## src/hdl/kalman_angle_bias_filter_unit_assert.svh

```systemverilog
// Assertion macros shared by the Kalman angle and bias filter RTL.
`ifndef KALMAN_ANGLE_BIAS_FILTER_UNIT_ASSERT_SVH
`define KALMAN_ANGLE_BIAS_FILTER_UNIT_ASSERT_SVH

// The consequent must hold in the same cycle as the antecedent.
`define KABF_ASSERT_IMP(lbl, ante, cons, msg) \
  lbl: assert property (@(posedge clk_i) disable iff (!rst_ni) (ante) |-> (cons)) \
    else $error(msg);

// The consequent must hold in the cycle after the antecedent.
`define KABF_ASSERT_NXT(lbl, ante, cons, msg) \
  lbl: assert property (@(posedge clk_i) disable iff (!rst_ni) (ante) |=> (cons)) \
    else $error(msg);

`endif

```

## src/hdl/kabf_pkg.sv

```systemverilog
// Shared constants of the Kalman angle and bias filter.
package kabf_pkg;

  // Fixed point and width constants.
  localparam int unsigned FRAC_BITS      = 24;
  localparam int unsigned DATA_WIDTH_DEF = 32;
  localparam int unsigned ANGLE_W        = 32;
  localparam int unsigned STEP_W         = 25;
  localparam int unsigned NOISE_W        = 31;
  localparam int unsigned IN_TDATA_W     = 96;
  localparam int unsigned OUT_TDATA_W    = 96;
  localparam logic [STEP_W-1:0] ONE_SECOND = 25'd16777216;

  // Configuration register indexes.
  localparam logic [1:0] REG_Q_ANGLE = 2'd0;
  localparam logic [1:0] REG_Q_BIAS  = 2'd1;
  localparam logic [1:0] REG_R_MEAS  = 2'd2;

  // Reset values of the noise registers.
  localparam logic [NOISE_W-1:0] Q_ANGLE_RST = 31'd16777;
  localparam logic [NOISE_W-1:0] Q_BIAS_RST  = 31'd50332;
  localparam logic [NOISE_W-1:0] R_MEAS_RST  = 31'd503316;

endpackage

```

## src/hdl/kalman_angle_bias_filter_unit.sv

```systemverilog
// Two-state Kalman filter for tilt angle and gyro bias, built on serial units.
//
// Each accepted request runs a predict and correct step on one shared bit-serial
// multiplier (one operand bit per cycle, MAG = max(DATA_WIDTH, 33) bits per
// product) and one restoring divider (one quotient bit per cycle, DATA_WIDTH + 24
// quotient bits per gain). A step takes ten products and two quotients. When the
// innovation variance is not positive both gains are zero and the divider is
// skipped.
// The block takes a new request only when idle; a finished result waits in the
// output register, so the next request may enter before it is taken. A step whose
// result finds the output register still full waits in its last cycle.
`include "kalman_angle_bias_filter_unit_assert.svh"

module kalman_angle_bias_filter_unit #(
  parameter int unsigned DATA_WIDTH = kabf_pkg::DATA_WIDTH_DEF
) (
  input  logic                               clk_i,
  input  logic                               rst_ni,
  // Input stream.
  input  logic                               s_axis_tvalid_i,
  output logic                               s_axis_tready_o,
  // angle_measured [31:0], rate_measured [63:32], step_time [88:64], zeros above
  input  logic [kabf_pkg::IN_TDATA_W-1:0]    s_axis_tdata_i,
  // Result stream.
  output logic                               m_axis_tvalid_o,
  input  logic                               m_axis_tready_i,
  // angle_filtered [31:0], bias_estimate [63:32], rate_corrected [95:64]
  output logic [kabf_pkg::OUT_TDATA_W-1:0]   m_axis_tdata_o,
  // Configuration write port.
  input  logic                               cfg_we_i,
  input  logic [1:0]                         cfg_idx_i,
  input  logic [kabf_pkg::NOISE_W-1:0]       cfg_data_i
);

  localparam int unsigned W    = DATA_WIDTH;
  localparam int unsigned MAG  = (W > 33) ? W : 33;
  localparam int unsigned OPW  = MAG + 1;
  localparam int unsigned PW   = 2 * MAG;
  localparam int unsigned XW   = (PW - kabf_pkg::FRAC_BITS > 64) ?
                                 PW - kabf_pkg::FRAC_BITS : 64;
  localparam int unsigned SW   = ((W > 31) ? W : 31) + 1;
  localparam int unsigned SSW  = SW + 1;
  localparam int unsigned DIVN = W + kabf_pkg::FRAC_BITS;
  localparam int unsigned CW   = $clog2(DIVN + 1);
  localparam int unsigned AW   = kabf_pkg::ANGLE_W;
  localparam int unsigned NW   = kabf_pkg::NOISE_W;
  localparam int unsigned TW   = kabf_pkg::STEP_W;

  localparam logic signed [65:0] WHI = (66'sd1 <<< (W - 1)) - 66'sd1;
  localparam logic signed [65:0] WLO = -WHI - 66'sd1;
  localparam logic signed [65:0] AHI = (66'sd1 <<< (AW - 1)) - 66'sd1;
  localparam logic signed [65:0] ALO = -AHI - 66'sd1;
  localparam logic [W-1:0]       KLIM = {1'b0, {(W - 1){1'b1}}};

  typedef enum logic [2:0] {
    S_IDLE, S_LOAD, S_MUL, S_MWB, S_DIV, S_DWB, S_OUT
  } state_e;

  typedef enum logic [3:0] {
    OP_ANG, OP_BBDT, OP_INNER, OP_QB, OP_DK0, OP_DK1,
    OP_K0Y, OP_K1Y, OP_AA, OP_AB, OP_BA, OP_BB
  } op_e;

  // Saturate a wide signed value to the angle width.
  function automatic logic signed [AW-1:0] sat_a_f(input logic signed [65:0] v);
    logic signed [65:0] c;
    c = (v > AHI) ? AHI : ((v < ALO) ? ALO : v);
    return c[AW-1:0];
  endfunction

  // Saturate a wide signed value to the covariance width.
  function automatic logic signed [W-1:0] sat_w_f(input logic signed [65:0] v);
    logic signed [65:0] c;
    c = (v > WHI) ? WHI : ((v < WLO) ? WLO : v);
    return c[W-1:0];
  endfunction

  // Magnitude of a multiplier operand.
  function automatic logic [MAG-1:0] mag_f(input logic signed [OPW-1:0] v);
    logic signed [OPW-1:0] n;
    n = v[OPW-1] ? -v : v;
    return n[MAG-1:0];
  endfunction

  state_e state_q;
  op_e    op_q;
  logic [CW-1:0] cnt_q;

  logic [NW-1:0] qa_q, qb_q, rm_q;
  logic signed [AW-1:0] angle_q, bias_q, rate_q, meas_q;
  logic [TW-1:0] dt_q;
  logic signed [W-1:0] aa_q, ab_q, ba_q, bb_q, inner_q, k0_q, k1_q, p00_q, p01_q;
  logic signed [AW:0] y_q;

  // Serial multiplier registers.
  logic [MAG-1:0] mul_a_q;
  logic [PW-1:0]  p_q;
  logic           neg_q;

  // Serial divider registers.
  logic [W-1:0]  num_q, quo_q;
  logic [SW-1:0] den_q;
  logic [SW-1:0] rem_q;
  logic          qovf_q, dneg_q;

  logic [kabf_pkg::OUT_TDATA_W-1:0] out_q;
  logic                             out_vld_q;

  // Input field decode, with the step time clamped to one second.
  logic signed [AW-1:0] in_meas, in_gyro;
  logic [TW-1:0]        in_dt_raw, in_dt;
  assign in_meas   = s_axis_tdata_i[AW-1:0];
  assign in_gyro   = s_axis_tdata_i[2*AW-1:AW];
  assign in_dt_raw = s_axis_tdata_i[2*AW+TW-1:2*AW];
  assign in_dt     = (in_dt_raw > kabf_pkg::ONE_SECOND) ? kabf_pkg::ONE_SECOND : in_dt_raw;

  // Innovation and innovation variance, taken while loading an operation.
  logic signed [AW:0]    y_d;
  logic signed [SSW-1:0] s_d;
  assign y_d = (AW + 1)'(meas_q) - (AW + 1)'(angle_q);
  assign s_d = SSW'(aa_q) + $signed(SSW'(rm_q));

  // Operand selection for the shared multiplier.
  logic signed [OPW-1:0] op_a, op_b;
  always_comb begin
    op_a = $signed(OPW'(dt_q));
    op_b = OPW'(rate_q);
    case (op_q)
      OP_ANG:   begin op_a = $signed(OPW'(dt_q)); op_b = OPW'(rate_q); end
      OP_BBDT:  begin op_a = $signed(OPW'(dt_q)); op_b = OPW'(bb_q); end
      OP_INNER: begin op_a = $signed(OPW'(dt_q)); op_b = OPW'(inner_q); end
      OP_QB:    begin op_a = $signed(OPW'(qb_q)); op_b = $signed(OPW'(dt_q)); end
      OP_K0Y:   begin op_a = OPW'(k0_q); op_b = OPW'(y_d); end
      OP_K1Y:   begin op_a = OPW'(k1_q); op_b = OPW'(y_q); end
      OP_AA:    begin op_a = OPW'(k0_q); op_b = OPW'(aa_q); end
      OP_AB:    begin op_a = OPW'(k0_q); op_b = OPW'(p01_q); end
      OP_BA:    begin op_a = OPW'(k1_q); op_b = OPW'(p00_q); end
      OP_BB:    begin op_a = OPW'(k1_q); op_b = OPW'(p01_q); end
      default:  begin op_a = $signed(OPW'(dt_q)); op_b = OPW'(rate_q); end
    endcase
  end

  // One shift-and-add step of the multiplier.
  logic [MAG:0]  mul_sum;
  logic [PW-1:0] p_d;
  assign mul_sum = {1'b0, p_q[PW-1:MAG]} + (p_q[0] ? {1'b0, mul_a_q} : '0);
  assign p_d     = {mul_sum, p_q[MAG-1:1]};

  // Product scaled down by the fraction bits, clipped and signed.
  logic [XW-1:0]        prx, capx;
  logic [62:0]          mres;
  logic signed [63:0]   msig;
  assign prx  = XW'(p_q >> kabf_pkg::FRAC_BITS);
  assign capx = XW'(1) << 62;
  assign mres = (prx > capx) ? capx[62:0] : prx[62:0];
  assign msig = neg_q ? -$signed({1'b0, mres}) : $signed({1'b0, mres});

  // One restoring step of the divider.
  logic [SW:0]  rem_sh;
  logic         qbit;
  logic [SW:0]  rem_sub;
  assign rem_sh  = {rem_q, num_q[W-1]};
  assign qbit    = (rem_sh >= {1'b0, den_q});
  assign rem_sub = qbit ? (rem_sh - {1'b0, den_q}) : rem_sh;

  // Gain from the finished quotient.
  logic [W-1:0]        kmag;
  logic signed [W-1:0] kval;
  assign kmag = (qovf_q || quo_q[W-1]) ? KLIM : quo_q;
  assign kval = dneg_q ? -$signed(kmag) : $signed(kmag);

  logic out_free;
  assign out_free = !out_vld_q || m_axis_tready_i;

  // Sequencer, state, serial units and result register.
  always_ff @(posedge clk_i or negedge rst_ni) begin
    if (!rst_ni) begin
      state_q   <= S_IDLE;
      op_q      <= OP_ANG;
      cnt_q     <= '0;
      qa_q      <= kabf_pkg::Q_ANGLE_RST;
      qb_q      <= kabf_pkg::Q_BIAS_RST;
      rm_q      <= kabf_pkg::R_MEAS_RST;
      angle_q   <= '0;
      bias_q    <= '0;
      aa_q      <= '0;
      ab_q      <= '0;
      ba_q      <= '0;
      bb_q      <= '0;
      out_vld_q <= 1'b0;
    end else begin
      if (cfg_we_i) begin
        case (cfg_idx_i)
          kabf_pkg::REG_Q_ANGLE: qa_q <= cfg_data_i;
          kabf_pkg::REG_Q_BIAS:  qb_q <= cfg_data_i;
          kabf_pkg::REG_R_MEAS:  rm_q <= cfg_data_i;
          default: ;
        endcase
      end
      // A taken result empties the register unless a new one replaces it.
      if (out_vld_q && m_axis_tready_i && state_q != S_OUT) begin
        out_vld_q <= 1'b0;
      end
      case (state_q)
        S_IDLE: begin
          if (s_axis_tvalid_i) begin
            meas_q  <= in_meas;
            dt_q    <= in_dt;
            rate_q  <= sat_a_f(66'(in_gyro) - 66'(bias_q));
            op_q    <= OP_ANG;
            state_q <= S_LOAD;
          end
        end
        S_LOAD: begin
          cnt_q <= '0;
          if (op_q == OP_DK0 || op_q == OP_DK1) begin
            rem_q  <= '0;
            quo_q  <= '0;
            qovf_q <= 1'b0;
            if (op_q == OP_DK1) begin
              num_q   <= ba_q[W-1] ? W'(-ba_q) : W'(ba_q);
              dneg_q  <= ba_q[W-1];
              state_q <= S_DIV;
            end else if (s_d > 0) begin
              den_q   <= s_d[SW-1:0];
              num_q   <= aa_q[W-1] ? W'(-aa_q) : W'(aa_q);
              dneg_q  <= aa_q[W-1];
              state_q <= S_DIV;
            end else begin
              k0_q    <= '0;
              k1_q    <= '0;
              op_q    <= OP_K0Y;
            end
          end else begin
            if (op_q == OP_K0Y) begin
              y_q <= y_d;
            end
            if (op_q == OP_AA) begin
              p00_q <= aa_q;
              p01_q <= ab_q;
            end
            mul_a_q <= mag_f(op_a);
            p_q     <= {MAG'(0), mag_f(op_b)};
            neg_q   <= op_a[OPW-1] ^ op_b[OPW-1];
            state_q <= S_MUL;
          end
        end
        S_MUL: begin
          p_q   <= p_d;
          cnt_q <= cnt_q + CW'(1);
          if (cnt_q == CW'(MAG - 1)) begin
            state_q <= S_MWB;
          end
        end
        S_MWB: begin
          state_q <= S_LOAD;
          case (op_q)
            OP_ANG: begin
              angle_q <= sat_a_f(66'(angle_q) + 66'(msig));
              op_q    <= OP_BBDT;
            end
            OP_BBDT: begin
              inner_q <= sat_w_f(66'(msig) - 66'(ab_q) - 66'(ba_q) + $signed(66'(qa_q)));
              ab_q    <= sat_w_f(66'(ab_q) - 66'(msig));
              ba_q    <= sat_w_f(66'(ba_q) - 66'(msig));
              op_q    <= OP_INNER;
            end
            OP_INNER: begin
              aa_q <= sat_w_f(66'(aa_q) + 66'(msig));
              op_q <= OP_QB;
            end
            OP_QB: begin
              bb_q <= sat_w_f(66'(bb_q) + 66'(msig));
              op_q <= OP_DK0;
            end
            OP_K0Y: begin
              angle_q <= sat_a_f(66'(angle_q) + 66'(msig));
              op_q    <= OP_K1Y;
            end
            OP_K1Y: begin
              bias_q <= sat_a_f(66'(bias_q) + 66'(msig));
              op_q   <= OP_AA;
            end
            OP_AA: begin
              aa_q <= sat_w_f(66'(aa_q) - 66'(msig));
              op_q <= OP_AB;
            end
            OP_AB: begin
              ab_q <= sat_w_f(66'(ab_q) - 66'(msig));
              op_q <= OP_BA;
            end
            OP_BA: begin
              ba_q <= sat_w_f(66'(ba_q) - 66'(msig));
              op_q <= OP_BB;
            end
            OP_BB: begin
              bb_q    <= sat_w_f(66'(bb_q) - 66'(msig));
              state_q <= S_OUT;
            end
            default: state_q <= S_IDLE;
          endcase
        end
        S_DIV: begin
          rem_q  <= rem_sub[SW-1:0];
          num_q  <= {num_q[W-2:0], 1'b0};
          quo_q  <= {quo_q[W-2:0], qbit};
          qovf_q <= qovf_q | quo_q[W-1];
          cnt_q  <= cnt_q + CW'(1);
          if (cnt_q == CW'(DIVN - 1)) begin
            state_q <= S_DWB;
          end
        end
        S_DWB: begin
          state_q <= S_LOAD;
          if (op_q == OP_DK0) begin
            k0_q <= kval;
            op_q <= OP_DK1;
          end else begin
            k1_q <= kval;
            op_q <= OP_K0Y;
          end
        end
        S_OUT: begin
          if (out_free) begin
            out_q     <= {rate_q, bias_q, angle_q};
            out_vld_q <= 1'b1;
            state_q   <= S_IDLE;
          end
        end
        default: state_q <= S_IDLE;
      endcase
    end
  end

  assign s_axis_tready_o = (state_q == S_IDLE);
  assign m_axis_tvalid_o = out_vld_q;
  assign m_axis_tdata_o  = out_q;

  // A request starts a step, so the input side closes in the next cycle.
  `KABF_ASSERT_NXT(a_busy_after_req, s_axis_tvalid_i && s_axis_tready_o, !s_axis_tready_o, "input still open after request")
  // The multiplier never runs past its operand width.
  `KABF_ASSERT_IMP(a_mul_count, state_q == S_MUL, cnt_q < CW'(MAG), "multiplier count overrun")
  // A finished step posts its result and returns to idle.
  `KABF_ASSERT_NXT(a_out_post, state_q == S_OUT && out_free, m_axis_tvalid_o && state_q == S_IDLE, "result not posted")

endmodule

```

## config.mk

```make
export PLATFORM = sky130hd
export DESIGN_NAME = kalman_angle_bias_filter_unit
export DESIGN_NICKNAME = d
export VERILOG_FILES = /design/src/hdl/kabf_pkg.sv /design/src/hdl/kalman_angle_bias_filter_unit.sv
export VERILOG_INCLUDE_DIRS = /design/src /design/src/hdl
export SDC_FILE = /design/constraint.sdc
export NUM_CORES = 2
export LEC_CHECK = 0
export ABC_AREA = 0
export BUFFER_PORTS_ARGS = -buffer_cell sky130_fd_sc_hd__clkbuf_2
export CAP_MARGIN = 30
export CORE_ASPECT_RATIO = 1.4
export CORE_MARGIN = 3
export CORE_UTILIZATION = 37
export DETAILED_ROUTE_END_ITERATION = 7
export GPL_TIMING_DRIVEN = 0
export SLEW_MARGIN = 15
export SYNTH_ARGS = -nofsm -noshare
export SYNTH_HDL_FRONTEND = slang
export SYNTH_SLANG_ARGS = --single-unit
```

## constraint.sdc

```tcl
create_clock -name clk_i -period 17.9 [get_ports clk_i]
set_clock_uncertainty 0.15 [all_clocks]
set_input_delay 1.79 -clock clk_i [delete_from_list [all_inputs] [get_ports clk_i]]
set_output_delay 1.79 -clock clk_i [all_outputs]
set_load 0.01 [all_outputs]
```

# After elaboration in Yosys (flattened, before gate mapping)
# Index checks and enable logic that the tools add are counted.
# op_classes
n_reduce_logical,49
mux,73
bitwise,4
addsub,23
order_cmp,24
eq_ne,35
# op_table
cell,count
$mux W32,31
$gt A65 B32 Y1 const B,8
$lt A65 B32 Y1 const B,8
$pmux W32 S2,6
$pmux W34 S8,1
$add A32 B64 Y65,4
$sub A32 B64 Y65,4
$mux W33,5
$pmux W66 S2,1
$pmux W34 S3,1
$neg A32 Y32,3
$add A66 B32 Y66,1
$gt A66 B32 Y1 const B,1
$lt A66 B32 Y1 const B,1
$mux W66,1
$neg A33 Y33,2
$pmux W33 S2,1
$sub A32 B32 Y33,2
$sub A65 B32 Y66,1
$sub A64 B32 Y65,1
$mux W64,1
$neg A63 Y64,1
$gt A42 B63 Y1 const B,1
$mux W63,1
other kinds (52),121
# word_totals
out_inout_bits,98
ff_bits,909
in_bits,134

# Longest topological paths before layout
# depth
ltp_word,9
mapped_depth,31
mapped_depth_nobuf,28

# Worst setup path before layout
# Ideal clock, no wire load.
# synth_path
kind,register -> register
start,reg p_q[34]
end,reg inner_q[10] (data pin)
arrival_time_ns,7.575
setup_slack_ns,9.905
setup_ns,0.270
synth_period_minus_slack_ns,7.995
required_ns,17.480
path_buffers,1
path_stages_with_launch,29
cell_sequence,edfxtp_1 or4_1 nor4_1 nand2b_1 or3_1 or2_2 nor2_1 nand2_1 or2_2 nand2b_1 o41ai_1 xnor2_1 fa_1 ha_1 ha_1 a21o_1 a21o_1 a21oi_1 o21ai_0 a31o_2 nor3_1 a211oi_1 or4_1 nand4_1 nand3_1 or4b_1 o31ai_1 clkbuf_1 o21ai_0
# synth_via
elab_chain_len,9
elab_cells_between_ends,10
cone_classes,4 x add/sub; 3 x order compare; 3 x mux
# synth_lines
item,line,source
"start, declared",kalman_angle_bias_filter_unit.sv:97,logic [PW-1:0] p_q;
"start signal, assigned",kalman_angle_bias_filter_unit.sv:243,"p_q <= {MAG'(0), mag_f(op_b)};"
"start signal, assigned",kalman_angle_bias_filter_unit.sv:249,p_q <= p_d;
$gt A42 B63 Y1,kalman_angle_bias_filter_unit.sv:155,assign mres = (prx > capx) ? capx[62:0] : prx[62:0];
$mux W63 *,kalman_angle_bias_filter_unit.sv:155,
$neg A63 Y64,kalman_angle_bias_filter_unit.sv:156,"assign msig = neg_q ? -$signed({1'b0, mres}) : $signed({1'b0, mres});"
$mux W64 *,kalman_angle_bias_filter_unit.sv:156,
$sub A64 B32 Y65 *,kalman_angle_bias_filter_unit.sv:263,inner_q <= sat_w_f(66'(msig) - 66'(ab_q) - 66'(ba_q) + $signed(66'(qa_q)));
$sub A65 B32 Y66 *,kalman_angle_bias_filter_unit.sv:263,
$add A66 B32 Y66 *,kalman_angle_bias_filter_unit.sv:263,
$lt A66 B32 Y1,kalman_angle_bias_filter_unit.sv:74,c = (v > WHI) ? WHI : ((v < WLO) ? WLO : v);
$mux W32,kalman_angle_bias_filter_unit.sv:74,
"end signal, assigned",kalman_angle_bias_filter_unit.sv:263,
"end, declared",kalman_angle_bias_filter_unit.sv:92,"logic signed [W-1:0] aa_q, ab_q, ba_q, bb_q, inner_q, k0_q, k1_q, p00_q, p01_q;"
# Every way passes the cells marked *; elsewhere a longest branch is shown, timed or not.
# A chain may end at the register's enable or synchronous reset.

# Final worst setup path
# layout_path
start,reg p_q[34]
end,reg inner_q[29] (data pin)
# The elaborated chain is that of the path after synthesis.

==> run summary <==
The run finished, with violations left. The final reports fail on design-rule violations. The tools report the die area as 252100 µm².

The region available for standard cell placement spans 243700 µm². Post-CTS repair changed the size of 0 cells. STA classifies the critical path startpoint as a flop. At the placement stage, the worst setup path has a slack of 7.203 ns. The run gives 41.53% as the final standard cell utilization of the core.

Data arrives at the worst endpoint at 11.21 ns. Summing over every cut layer, the via total after detailed routing is 89750. The commonest cells after synthesis are sky130_fd_sc_hd__a21oi_1, sky130_fd_sc_hd__nor2_1, sky130_fd_sc_hd__nand2_1, sky130_fd_sc_hd__ha_1, sky130_fd_sc_hd__o21ai_0.

The height of the die works out to 592.9 µm. The largest driver fanout on the critical path is 10, and the wire length of the first global-routing pass is 583.0 mm. For the max-slew violation count, the log shows 0.

After detailed routing, the average wire length per cell comes to 27.82 µm. The critical path is of the reg -> reg type. The area taken by flip-flops and latches was 25840 µm²; the number of buffers added on ports was 224.

Counting flops with a built-in enable in the synthesized netlist gives 610. The run gives 97900 µm² as the total cell area at the placement stage. For the number of primary I/O pins, the log shows 232. The run gives 0 ns as the total negative setup slack. The run gives 0 as the count of hold buffers inserted by post-cts repair.

In this run the biggest area consumer among cell types represents 20.12% of the synthesized area. The ratio of cells with drive above 1 in the final layout works out to 7.196%. Setup repair after global routing left no endpoint under its margin. Once placement completed, the tool counted placed cells totaling 14520. The finished cells cover 101200 µm². In this run the remaining antenna-violating nets after routing total 0. Of the synthesized area, sequential elements account for 28.38%. After detailed routing, the number of remaining DRC violations is 4. The tools report the number of H-tree levels as 3. The logs give 94 for the number of buffers added by the clock tree synthesis step and 14710 for the post-route non-filler standard cell count. Starting DRC count in detailed routing: 8888.

After clock tree synthesis, the clock-pin slew on the worst setup and hold paths is 0.07 ns. Clock tree synthesis found a total of 909 sinks. The startpoint of the tightest hold check path was rate_q[9]$_SDFFCE_PN1P_. For the number of global-route vias before repair, the log shows 85600. Max-cap violations in this run came to 0. For the pin with the worst max-slew slack, the measured transition is 1.309 ns. For this configuration, the core starts out at a cell density of 37.36%. After the last flow step, the layout net total stands at 12420. The cell area that synthesis handed to floorplanning was 91020 µm². The highest cell delay on the worst timing path works out to 0.78 ns. The horizontal die dimension works out to 425.2 µm. The most critical setup path has its startpoint at p_q[34]$_SDFFCE_PN0P_. The share of synthesized registers carrying an async set or reset was 32.89%.

The logs give 0.71 ns for the clock latency at the later pin of the worst-skew pair and 12010 for the synthesized netlist net count. At the worst endpoint, the required time is 18.14 ns. Across every metal layer, demand over resource in global routing totals 31.12%. Each instance of the synthesized netlist takes up on average 8.300 µm².

By area the synthesized netlist is led by sky130_fd_sc_hd__edfxtp_1, sky130_fd_sc_hd__ha_1, sky130_fd_sc_hd__dfrtp_1. For the hold slack, the log shows 0.3216 ns. The final layout contains routed wiring with a total length of 409.3 mm. The clock period minus worst slack was 10.97 ns; the maximum operating frequency was 91.19 MHz. The run gives 61310 µm² as the area occupied by multi-input gates.

In this run the tightest slew margin relative to its limit is 12.75%. The most common cell in the synthesized netlist is sky130_fd_sc_hd__a21oi_1. The logs give 10970 for the number of instances in the synthesized netlist and 0 for the number of synthesis warnings. In the routed layout, each cell is associated on average with a via count of 6.100. The worst hold path class was reg -> reg.

Buffers added to address setup during post-CTS repair amount to 0. In this run the critical register-to-register path is launched from p_q[34]$_SDFFCE_PN0P_. Critical-path cell with the highest stage delay: sky130_fd_sc_hd__a211oi_1. The final worst-path cycle share came out at 61.26%.

The placer's final routability congestion estimate was 1.019; the setup slack after layout was 6.934 ns. Maximum buffer depth of the clock tree: 3. The largest vdd supply drop was 0.1559 mV. Initial antenna violation count: 22. The most common flop cell mapped by yosys was sky130_fd_sc_hd__edfxtp_1. The run gives 99 as the post-synthesis cell type count. Library cell with the largest summed area after synthesis: sky130_fd_sc_hd__edfxtp_1. From synthesis to final layout, the design area changed by 11.16%. For this design the static power due to leakage is 41.30 nW. TritonCTS built the clock tree. Clock tree synthesis selected as its root buffer the cell sky130_fd_sc_hd__clkbuf_16. STA classifies the critical path endpoint as a flop. The pre-antenna-repair detailed-routing pass consisted of 8 iterations. Counting flops and latches in the post-synthesis netlist gives 909. The design draws 22.90 mW. For the count of final hold-check violations, the log shows 0. The total half-perimeter wirelength after legalization and detailed placement came out at 341.6 mm. Global routing finished with a remaining overflow of 0. Entering global routing, the biggest net connects 94 pins.

The count of endpoints failing setup in the final report came out at 0. The number of fill cells was 24780. Number of standard-cell rows in the floorplan: 214. Power density of the placed cells: 226.3 nW/µm².
[logic make-up after synthesis]
| family | after synthesis | synth area share (%) |
|---|---|---|
| adder cells (fa/ha/maj) | 910 | 13.39 |
| multiplexers | 154 | 1.832 |
| AND/OR/NAND/NOR | 3528 | 19.19 |
| XOR/XNOR | 750 | 7.217 |
| AO/OA/AOI/OAI | 3558 | 25.20 |
| buffers and inverters | 1157 | 4.791 |
| flip-flops | 909 | 28.38 |
| other | 1 | 0.004120 |
[cell type report]
| class | instances | area share, % |
|---|---|---|
| flip-flops and latches | 909 | 25.54 |
| multi-input cells | 8901 | 60.59 |
| clock buffers | 117 | 2.565 |
| inverters | 653 | 2.423 |
| plain buffers | 504 | 1.891 |
| diodes | 10 | 0.02473 |
| repair buffers | 322 | 2.331 |
| clock inverters | 58 | 0.6220 |
| well taps | 3240 | 4.007 |
[layer usage]
metal | global-route usage [%] | vias up | share of wire [%] | wire (µm)
met1 | 36.40 | 43690 | 38 | 155400
met2 | 52.78 | 3595 | 47 | 193500
met5 | 0 | - | 0.0068 | 28
met4 | 23.80 | 4 | 9.3 | 37930
met3 | 2.772 | 988 | 5.5 | 22400
li1 | - | 41470 | - | -
[power breakdown]
part / switching, mW / leakage, nW / internal (mW) / total, mW
registers: 0.747 / 8.92 / 2.90 / 3.64
logic: 11.2 / 30.8 / 5.95 / 17.1
clock network: 0.937 / 1.58 / 1.20 / 2.13
total: 12.9 / 41.3 / 10.0 / 22.9
[placed cells by master (no fill, tap or decap), types with 228 or more instances in the layout]
master                     count
sky130_fd_sc_hd__nor2_1      914
sky130_fd_sc_hd__clkbuf_1    460
sky130_fd_sc_hd__nand2_1     861
sky130_fd_sc_hd__ha_1        797
sky130_fd_sc_hd__xor2_1      238
sky130_fd_sc_hd__xnor2_1     474
sky130_fd_sc_hd__o21ai_0     763
sky130_fd_sc_hd__nor3_1      263
sky130_fd_sc_hd__edfxtp_1    610
sky130_fd_sc_hd__a21oi_1     954
sky130_fd_sc_hd__inv_1       647
sky130_fd_sc_hd__nand3_1     237
sky130_fd_sc_hd__clkbuf_2    228
sky130_fd_sc_hd__a21o_1      343
sky130_fd_sc_hd__dfrtp_1     271
[critical path: cells and delay by family (launching register included)]
kind / cells / cell delay, ns
and+or+nand+nor: 11 / 4.04
AOI/OAI and AO/OA: 6 / 2.62
buffers and inverters: 5 / 1.41
adders and majority gates: 2 / 0.92
xor gates and xnor gates: 2 / 0.87
DFF: 1 / 0.58
[worst paths after layout]
path | end | slack [ns] | cells past startpoint
setup reg to reg | inner_q[29]$_SDFFCE_PN1P_ | 6.93 | 26
min in group asynchronous | ba_q[19]$_DFFE_PN0P_ | 0.91 | 1
hold reg to reg | m_axis_tdata_o[73]$_DFFE_PP_ | 0.32 | 0
max in group asynchronous | angle_q[31]$_DFFE_PN0P_ | 15.18 | 3
setup / recovery | inner_q[29]$_SDFFCE_PN1P_ | 6.93 | 26
hold / removal | m_axis_tdata_o[73]$_DFFE_PP_ | 0.32 | 0
[flip-flops by register name, indices dropped and copies added, names as in the netlist, 33 cells and up]
| register | count |
|---|---|
| p_q | 66 |
| y_q | 33 |
| den_q | 33 |
| mul_a_q | 33 |
| rem_q | 33 |
| m_axis_tdata_o | 96 |
No activity file was read; power rests on OpenSTA's default activity.
